**config.mk**
```make
export PLATFORM = sky130hd
export DESIGN_NAME = bftm_ram
export DESIGN_NICKNAME = d
export VERILOG_FILES = /design/src/bf_tape_machine_core_defines.svh /design/src/bftm_ram.sv
export SDC_FILE = /design/constraint.sdc
export NUM_CORES = 2
export LEC_CHECK = 0
export BUFFER_PORTS_ARGS = -buffer_cell sky130_fd_sc_hd__buf_4
export CORE_MARGIN = 1.5
export CORE_UTILIZATION = 40
export DETAILED_ROUTE_END_ITERATION = 10
export SYNTH_ARGS = -nofsm -noshare
export SYNTH_HDL_FRONTEND = slang
export SYNTH_SLANG_ARGS = --single-unit
```
**constraint.sdc**
```tcl
create_clock -name clk -period 3.5 [get_ports clk]
set_input_delay 0.525 -clock clk [delete_from_list [all_inputs] [get_ports clk]]
set_output_delay 0.525 -clock clk [all_outputs]
set_load 0.02 [all_outputs]
```
**src/bf_tape_machine_core_defines.svh**
```systemverilog
// Assertion macros used by the tape machine core RTL.
`ifndef BF_TAPE_MACHINE_CORE_DEFINES_SVH
`define BF_TAPE_MACHINE_CORE_DEFINES_SVH

// check that a condition holds at every clock edge out of reset
`define BFTM_ASSERT_ALWAYS(label, expr, msg) \
	label: assert property (@(posedge clk) disable iff (!arst_n) (expr)) else $error(msg);

// check that a condition implies another in the same cycle
`define BFTM_ASSERT_IMPLY(label, ante, cons, msg) \
	label: assert property (@(posedge clk) disable iff (!arst_n) (ante) |-> (cons)) \
		else $error(msg);

// check that a condition implies another in the next cycle
`define BFTM_ASSERT_NEXT(label, ante, cons, msg) \
	label: assert property (@(posedge clk) disable iff (!arst_n) (ante) |=> (cons)) \
		else $error(msg);

`endif

```
**src/bftm_ram.sv**
```systemverilog
// Generic simple dual-port RAM with one write port and one registered read port.
module bftm_ram #(
	parameter int WIDTH = 8,
	parameter int DEPTH = 256
) (
	input  logic                     clk,
	input  logic                     we,
	input  logic [$clog2(DEPTH)-1:0] waddr,
	input  logic [WIDTH-1:0]         wdata,
	input  logic                     re,
	input  logic [$clog2(DEPTH)-1:0] raddr,
	output logic [WIDTH-1:0]         rdata
);

	logic [WIDTH-1:0] mem_q [DEPTH];
	logic [WIDTH-1:0] rdata_q;

	always_ff @(posedge clk) begin
		if (we) begin
			mem_q[waddr] <= wdata;
		end
		if (re) begin
			rdata_q <= mem_q[raddr];
		end
	end

	assign rdata = rdata_q;

endmodule

```
==> results.md <==
* Peak VDD IR at 0.000403 V
* Clock Latency Late Sink at 0.82 ns
* Hold Worst Slack at 0.104 ns
* Worst min-delay path class: in2reg
* Min Tclk post-route at 3.27 ns
* Hold Buf Count CTS at 0
* Clk slew on worst S/H paths at 0.06 ns
* Ys flop type: edfxtp_1
* Pin count of the biggest net entering global routing at 139
* Post-CTS Repair Setup Buffers at 0
* Final setup TNS at 0 ns
* Clock tree sinks at 2056
* Ys async rst share at 0%
* Crit path largest cell delay at 1.11 ns
* Detailed placement HPWL at 128 mm
* Syn_nets at 3760
* Slew HR at -3.88%
* Worst path bufs/invs at 1
* Kind of critical path: reg2reg
* Initial cell density of the core at 40.3%
* CP max-delay cell: nor4_1
* Num ports at 35
* WL/cell at 28.7 um
* CTS Buffer Depth at 3
* CTS tree: built
* Post-Synthesis Cells at 3733
* Die area at 0.202 sq mm
* GR Util All Layers at 19.8%
* Yosys cell types at 54
* Worst EP required at 4.07 ns
* Crit-path cells: mux4_2, mux4_2, nor2b_1, nor4_1, buf_4, nor4_1
* Row count at 163
* CTS H-tree depth at 4
* Tot Pwr at 50100 uW
* Period utilisation layout at 93.3%
* ANT nets after route at 0
* Top Family by Delay on Critical Path: simple AND/OR/NAND/NOR gates
* Detailed Routing Iterations Pass 1 at 5
* PortBufs at 34
* Least-Margin Pin Slew at 1.54 ns
* Synthesized area at 0.0796 sq mm
* Setup violators final at 0
* CP startpoint kind: flop
* Largest fanout on the critical path at 1
* Vias per std cell at 5.66
* CTS root buf: clkbuf_16
* Global-route wire length before repair at 291 mm
* CP Data Arrival Time at 3.83 ns
* Die H at 449 um
* Run status: finished, violations left
* Grt ovf at 0
* Final net count at 4261
* Final hold vios at 0
* Failing checks: capacitance limit, slew limit
* Synth Warn # at 0
* Commonest cells after routing, fill and taps aside: edfxtp_1 (2056), buf_4 (480), mux4_2 (454)
* Worst Setup End Kind: flop
* Sequential-to-total area share from yosys stat at 77.5%
* Post-synth EDFFs at 2056
* Drt total wl at 202 mm
* Syn_area_per_cell at 21.3 sq um
* GPL Wtd Cong at 0.835
* Fmax at 306 MHz
* Slew Limit Fails at 2
* Die width at 449 um
* Placed insts at 6676
* Via Count at 39800
* Layout Cells excl Fill at 7036
* Initial antenna violation count at 8
* Synthesized flop and latch total at 2056
* Worst Skew at 0.0301 ns
* Leak at 0.0292 uW
* Core box area at 0.198 sq mm
* # resized after CTS at 0
* Area Growth Syn to Fin at 15.9%
* Drt first-iter violations at 4500
* Residual DRC at 0
* Max cap viols at 1
* Most common cell after layout, fill and taps aside: edfxtp_1
* Number of global-route vias before repair at 40100
* Pwr/cell area at 543 mW/mm^2
* Num CTS Buffers at 196
* Share of cells above drive strength 1 at 29.1%
* RSZ-0062 raised after global routing: false
-- registers in the layout, indices dropped and copies added (netlist names) --
signal  count
mem_q    2048
rdata       8
-- per-layer routing --
layer | track usage, % | part of all wire, % | vias to the layer above
li1 | - | - | 16700
met1 | 28.0 | 42 | 21300
met2 | 31.8 | 48 | 1518
met3 | 3.90 | 7.5 | 258
met4 | 4.78 | 2.2 | 2
met5 | 0 | 0.0064 | -
-- synth_stat cells (all sizes together) (6+ instances only) --
cell type / number / share of area (%)
mux4: 456 / 13
o22ai: 28 / 0.22
nand2: 33 / 0.16
a221oi: 14 / 0.16
a22oi: 133 / 1.3
a211oi: 16 / 0.15
nand4: 10 / 0.079
clkbuf: 111 / 0.52
o211ai: 10 / 0.094
a21oi: 96 / 0.60
nor2b: 31 / 0.24
mux2i: 134 / 1.7
and2: 6 / 0.047
a22o: 8 / 0.088
nor2: 282 / 1.3
buf: 122 / 1.3
o21ai: 12 / 0.075
nor4: 27 / 0.24
nand2b: 8 / 0.063
edfxtp: 2056 / 78
nor3: 22 / 0.14
o221ai: 47 / 0.52
nand3: 34 / 0.21
-- path summary, 6_finish.rpt --
kind | depth (start not counted) | start | slack (ns) | end
worst min register to register | 7 | mem_q[32][5] | 1.18 | rdata[5]
worst max-delay path | 6 | mem_q[84][1] | 0.23 | rdata[1]
worst max register to register | 6 | mem_q[84][1] | 0.23 | rdata[1]
worst min-delay path | 1 | re | 0.10 | rdata[2]
-- through the flow --
step	utilization (%)	instance area [sq um]	setup slack [ns]
floorplan	-	79600	0.899
detailed placement	43.6	86200	-0.517
global route	46.7	92300	0.149
finish	46.7	92300	0.234
CTS	46.7	92300	0.321
global placement	43.6	86200	-0.855
-- cell families after synthesis --
group	count (synthesis)	share of synthesized area, %
AOI/OAI and AO/OA	385	3.42
buffers and inverters	235	1.83
DFF	2056	77.5
muxes	591	14.6
and+or+nand+nor	466	2.63
-- cell type report --
cell class              instances  area, sq um
well taps                    2640         3300
multi-input cells            1442        16500
clock buffers                 242         5140
inverters                       2         7.51
repair buffers                536         4670
flip-flops and latches       2056        61700
diodes                          3         7.51
fillers                     16300       105000
clock inverters               115          892
-- report_power, final --
part,switching (uW),internal (uW)
registers,34.7,27200
clock network,9000,11200
logic,1680,997
total,10700,39400
(Power assumes the default switching activity.)
