### src/bf_tape_machine_core_defines.svh
// Assertion macros used by the tape machine core RTL.
`ifndef BF_TAPE_MACHINE_CORE_DEFINES_SVH
`define BF_TAPE_MACHINE_CORE_DEFINES_SVH

// check that a condition holds at every clock edge out of reset
`define BFTM_ASSERT_ALWAYS(label, expr, msg) \
	label: assert property (@(posedge clk) disable iff (!arst_n) (expr)) else $error(msg);

// check that a condition implies another in the same cycle
`define BFTM_ASSERT_IMPLY(label, ante, cons, msg) \
	label: assert property (@(posedge clk) disable iff (!arst_n) (ante) |-> (cons)) \
		else $error(msg);

// check that a condition implies another in the next cycle
`define BFTM_ASSERT_NEXT(label, ante, cons, msg) \
	label: assert property (@(posedge clk) disable iff (!arst_n) (ante) |=> (cons)) \
		else $error(msg);

`endif

### src/bftm_pkg.sv
// Package with sizes, command codes, status codes and types of the tape machine core.
package bftm_pkg;

	localparam int CODE_DEPTH = 4096;
	localparam int NEST_DEPTH = 256;
	localparam int TAPE_DEPTH = 32768;

	localparam int CODE_AW = $clog2(CODE_DEPTH);
	localparam int NEST_AW = $clog2(NEST_DEPTH);
	localparam int TAPE_AW = $clog2(TAPE_DEPTH);
	localparam int LEN_W   = CODE_AW + 1;
	localparam int TOP_W   = NEST_AW + 1;
	localparam int TLEN_W  = TAPE_AW + 1;
	localparam int CFG_W   = 16;

	localparam logic [CFG_W-1:0] TAPE_RESET = 16'd30000;

	localparam logic [7:0] CH_OPEN  = 8'h5B;
	localparam logic [7:0] CH_CLOSE = 8'h5D;
	localparam logic [7:0] CH_RIGHT = 8'h3E;
	localparam logic [7:0] CH_LEFT  = 8'h3C;
	localparam logic [7:0] CH_PLUS  = 8'h2B;
	localparam logic [7:0] CH_MINUS = 8'h2D;
	localparam logic [7:0] CH_DOT   = 8'h2E;
	localparam logic [7:0] CH_COMMA = 8'h2C;

	localparam logic [1:0] ST_OK    = 2'd0;
	localparam logic [1:0] ST_CLOSE = 2'd1;
	localparam logic [1:0] ST_OPEN  = 2'd2;
	localparam logic [1:0] ST_OVF   = 2'd3;

	typedef enum logic [2:0] {
		S_CLEAR,
		S_IDLE,
		S_LOAD,
		S_MATCH,
		S_EXEC
	} state_t;

	typedef struct packed {
		logic step_fwd;
		logic step_back;
	} ptr_ctl_t;

endpackage

### src/bftm_ptr.sv
// Data pointer step logic: tape length clamp and wrap on move right or left.
module bftm_ptr import bftm_pkg::*; (
	input  logic [TAPE_AW-1:0] dp,
	input  logic [CFG_W-1:0]   tape_cells,
	input  ptr_ctl_t           ctl,
	output logic [TAPE_AW-1:0] dp_next
);

	logic [CFG_W:0]    cells_ext;
	logic [TLEN_W-1:0] tlen;
	logic [TLEN_W-1:0] tlen_m1;
	logic [TLEN_W-1:0] dp_inc;

	always_comb begin
		cells_ext = {1'b0, tape_cells};
		if (cells_ext == '0) begin
			tlen = TLEN_W'(1);
		end else if (cells_ext > (CFG_W + 1)'(TAPE_DEPTH)) begin
			tlen = TLEN_W'(TAPE_DEPTH);
		end else begin
			tlen = TLEN_W'(cells_ext);
		end
		tlen_m1 = tlen - TLEN_W'(1);
		dp_inc  = {1'b0, dp} + TLEN_W'(1);
		if (ctl.step_fwd) begin
			dp_next = (dp_inc >= tlen) ? '0 : dp_inc[TAPE_AW-1:0];
		end else if (ctl.step_back) begin
			dp_next = (dp == '0) ? tlen_m1[TAPE_AW-1:0] : dp - TAPE_AW'(1);
		end else begin
			dp_next = dp;
		end
	end

endmodule

### config.mk
export PLATFORM = sky130hd
export DESIGN_NAME = bftm_ptr
export DESIGN_NICKNAME = d
export VERILOG_FILES = /design/src/bf_tape_machine_core_defines.svh /design/src/bftm_pkg.sv /design/src/bftm_ptr.sv
export SDC_FILE = /design/constraint.sdc
export NUM_CORES = 1
export LEC_CHECK = 0
export ABC_AREA = 1
export BUFFER_PORTS_ARGS = -buffer_cell sky130_fd_sc_hd__buf_4
export CAP_MARGIN = 10
export CELL_PAD_IN_SITES_DETAIL_PLACEMENT = 0
export CELL_PAD_IN_SITES_GLOBAL_PLACEMENT = 1
export CORE_ASPECT_RATIO = 0.6
export CORE_MARGIN = 1.5
export CORE_UTILIZATION = 33
export DETAILED_ROUTE_END_ITERATION = 10
export PLACE_DENSITY = 0.83
export SETUP_SLACK_MARGIN = 0.3
export SKIP_LAST_GASP = 1
export SYNTH_ARGS = -nofsm -noshare
export SYNTH_HDL_FRONTEND = slang
export SYNTH_SLANG_ARGS = --single-unit
### constraint.sdc
create_clock -name vclk -period 3.45
set_input_delay 0.69 -clock vclk [all_inputs]
set_output_delay 0.69 -clock vclk [all_outputs]
set_load 0.02 [all_outputs]
==> impl_metrics.toml <==
[routing]
first_iter_violations = 251
post_drt_via_cell_ratio = 5.03
wl_um = 7700
drt_first_pass_iters = 5
vias = 2781
drc_errors = 0
detail-route-antenna-nets = 0
wl_per_cell_um = 13.9

[synth]
synthCells = 350
yosys.cell_types.count = 31
avgSynthCellArea_um2 = 5.33
ys_warn_count = 0
synthTopCellsByArea = "nand2_1 22%, ha_1 13%, nand3_1 9.4%"
yosysTopAreaCell = "nand2_1"
synthesis.nets = 402
seq_area_frac_synth_pct = 0
syn_area_um2 = 1870
synth_top_area_share_pct = 21.5

[die]
num_rows = 20
io_pins = 48
die_height_um = 61.3
start_util_pct = 35.5
core_area_um2 = 5260
die_w_um = 100
die_area_um2 = 6130

[critical_path]
crit_family = "simple AND/OR/NAND/NOR gates"
cp.depth = 16
slowest_delay_ns = 0.31
endpoint = "dp_next[0]"
critPathSlowestCell = "ha_1"
crit_fanout = 3
crit_required_ns = 2.76
critPathBufInv = 4
critical_path_arrival_ns = 3.32
end_kind = "output port"
cp-start-kind = "input port"
setup.worst_path.start = "dp[1]"
critical_path_class = "input port to output port"
path_cells = "buf_8 -> inv_4 -> nor3_4 -> nand4_2 -> nor2_4 -> nand3_2 -> nor3_2 -> xor2_1 -> ha_1 -> a21oi_2 -> o21ai_2 -> a21oi_4 -> nand3_4 -> buf_4 -> o31ai_4 -> buf_6"

[placed_design]
pre_cts_slack_ns = -0.693
dp_hpwl_um = 6070
dp.cells = 536
routabilityCongestion = 0.957
placed_area_um2 = 2930
portBuffers = 48

[timing]
slew_violations = 0
rsz0062_at_grt = "true"
period_share_pct = 116
period_needed_ns = 4.01
max_freq_mhz = 250
hold_ws_ns = 1.76
tns_ns = -7.07
relSlewSlack_pct = 70.6
setup_viol_count_final = 15
setup_slack_ns = -0.556
worstMarginPinSlew_ns = 0.440
finalHoldViolCount = 0

[global_route]
antenna_found_initial = 0
grt_pass1_wl_um = 11800
grt.met2_usage_pct = 37.3
gr-usage-met1_pct = 39.9
busiest_layer = "met1"
grt_use_met3_pct = 1.82
grt_pass1_vias = 2405
gr-total-overflow = 0
track_usage_pct = 24.8
grt_start_max_net_pins = 25

[outcome]
outcome = "finished with violations"
violations = "setup timing"

[worst_hold_path]
hp-class = "input port to output port"

[finish]
syn2layout_area_growth_pct = 75.8
clock_buffers = 0
fin_nets = 541
seq_cells = 0
stdcell_area_um2 = 3280
antenna_cells = 0
layout.cells.most_common = "buf_4"
stdcell_count = 553
drive_gt1_share_pct = 45.6
layout_common_cells = "129 x buf_4, 95 x nand2_1, 38 x nor2_1, 36 x inv_1, 28 x nand3_1"
register_area_um2 = 0
final_util_pct = 62.5

[power]
peakVddDrop_mv = 0.0631
p_leak_nw = 1.69
total_power_uw = 416
pwr_density_cell_nw_per_um2 = 127

[flow_run]
cap_violations = 0
-- cell usage after synthesis --
cell type  number
nor3_1          2
nor2_1         38
nor3_2          3
a21oi_1        22
nand4_2         1
o211ai_1        1
nor2_2          6
buf_6           2
clkbuf_1        3
ha_1           19
nor3_4          1
clkbuf_4        1
nand2_2         8
nand2_1       107
nand3_2         7
a31oi_1         1
nand4_1         6
o21ai_1         4
o21ai_0        16
nor4_1          1
nand3_1        35
nor2_4          3
buf_8           1
o31ai_4         1
inv_2           5
o221ai_1        1
o31ai_1         2
xor2_1          9
buf_2           2
nand2_4         2
inv_1          40
-- worst min-delay path by stage --
stage,start,end,cells after the start
after floorplan,dp[0],dp_next[0],1
after global placement,dp[0],dp_next[0],4
after detailed placement,dp[0],dp_next[0],4
after CTS,dp[0],dp_next[0],4
after global routing,dp[0],dp_next[0],4
final,dp[0],dp_next[0],4
-- routing by layer --
layer / part of all wire, % / wire [µm]
met1: 51 / 3940
met2: 40 / 3070
met3: 8.3 / 641
met4: 0.64 / 49
met5: 0 / 0
-- final cells by class --
| type | count | area, µm² |
|---|---|---|
| timing repair inverter | 1 | 11.3 |
| fill | 495 | 1970 |
| timing repair buffer | 145 | 1160 |
| inverter | 45 | 179 |
| tap | 66 | 82.6 |
| multi-input combinational | 296 | 1840 |
-- repair_timing --
item,4_1_cts,5_1_grt
endpoints found under the hold margin,0,0
gates cloned,1,0
pin swaps,14,5
hold buffers,0,0
resized for setup,44,9
buffers inserted,11,5
setup endpoints to repair,15,15
-- logic make-up after synthesis --
family,synth area share (%)
and+or+nand+nor,56.0
buffers and inverters,12.6
AOI/OAI and AO/OA,14.4
adders and majority gates,12.7
xor gates and xnor gates,4.22
-- power breakdown --
group | internal (mW) | total, mW | switching (mW)
combinational | 0.194 | 0.416 | 0.222
clock | 0 | 0 | 0
sequential | 0 | 0 | 0
total | 0.194 | 0.416 | 0.222
Power figures use the tool's default switching activity.
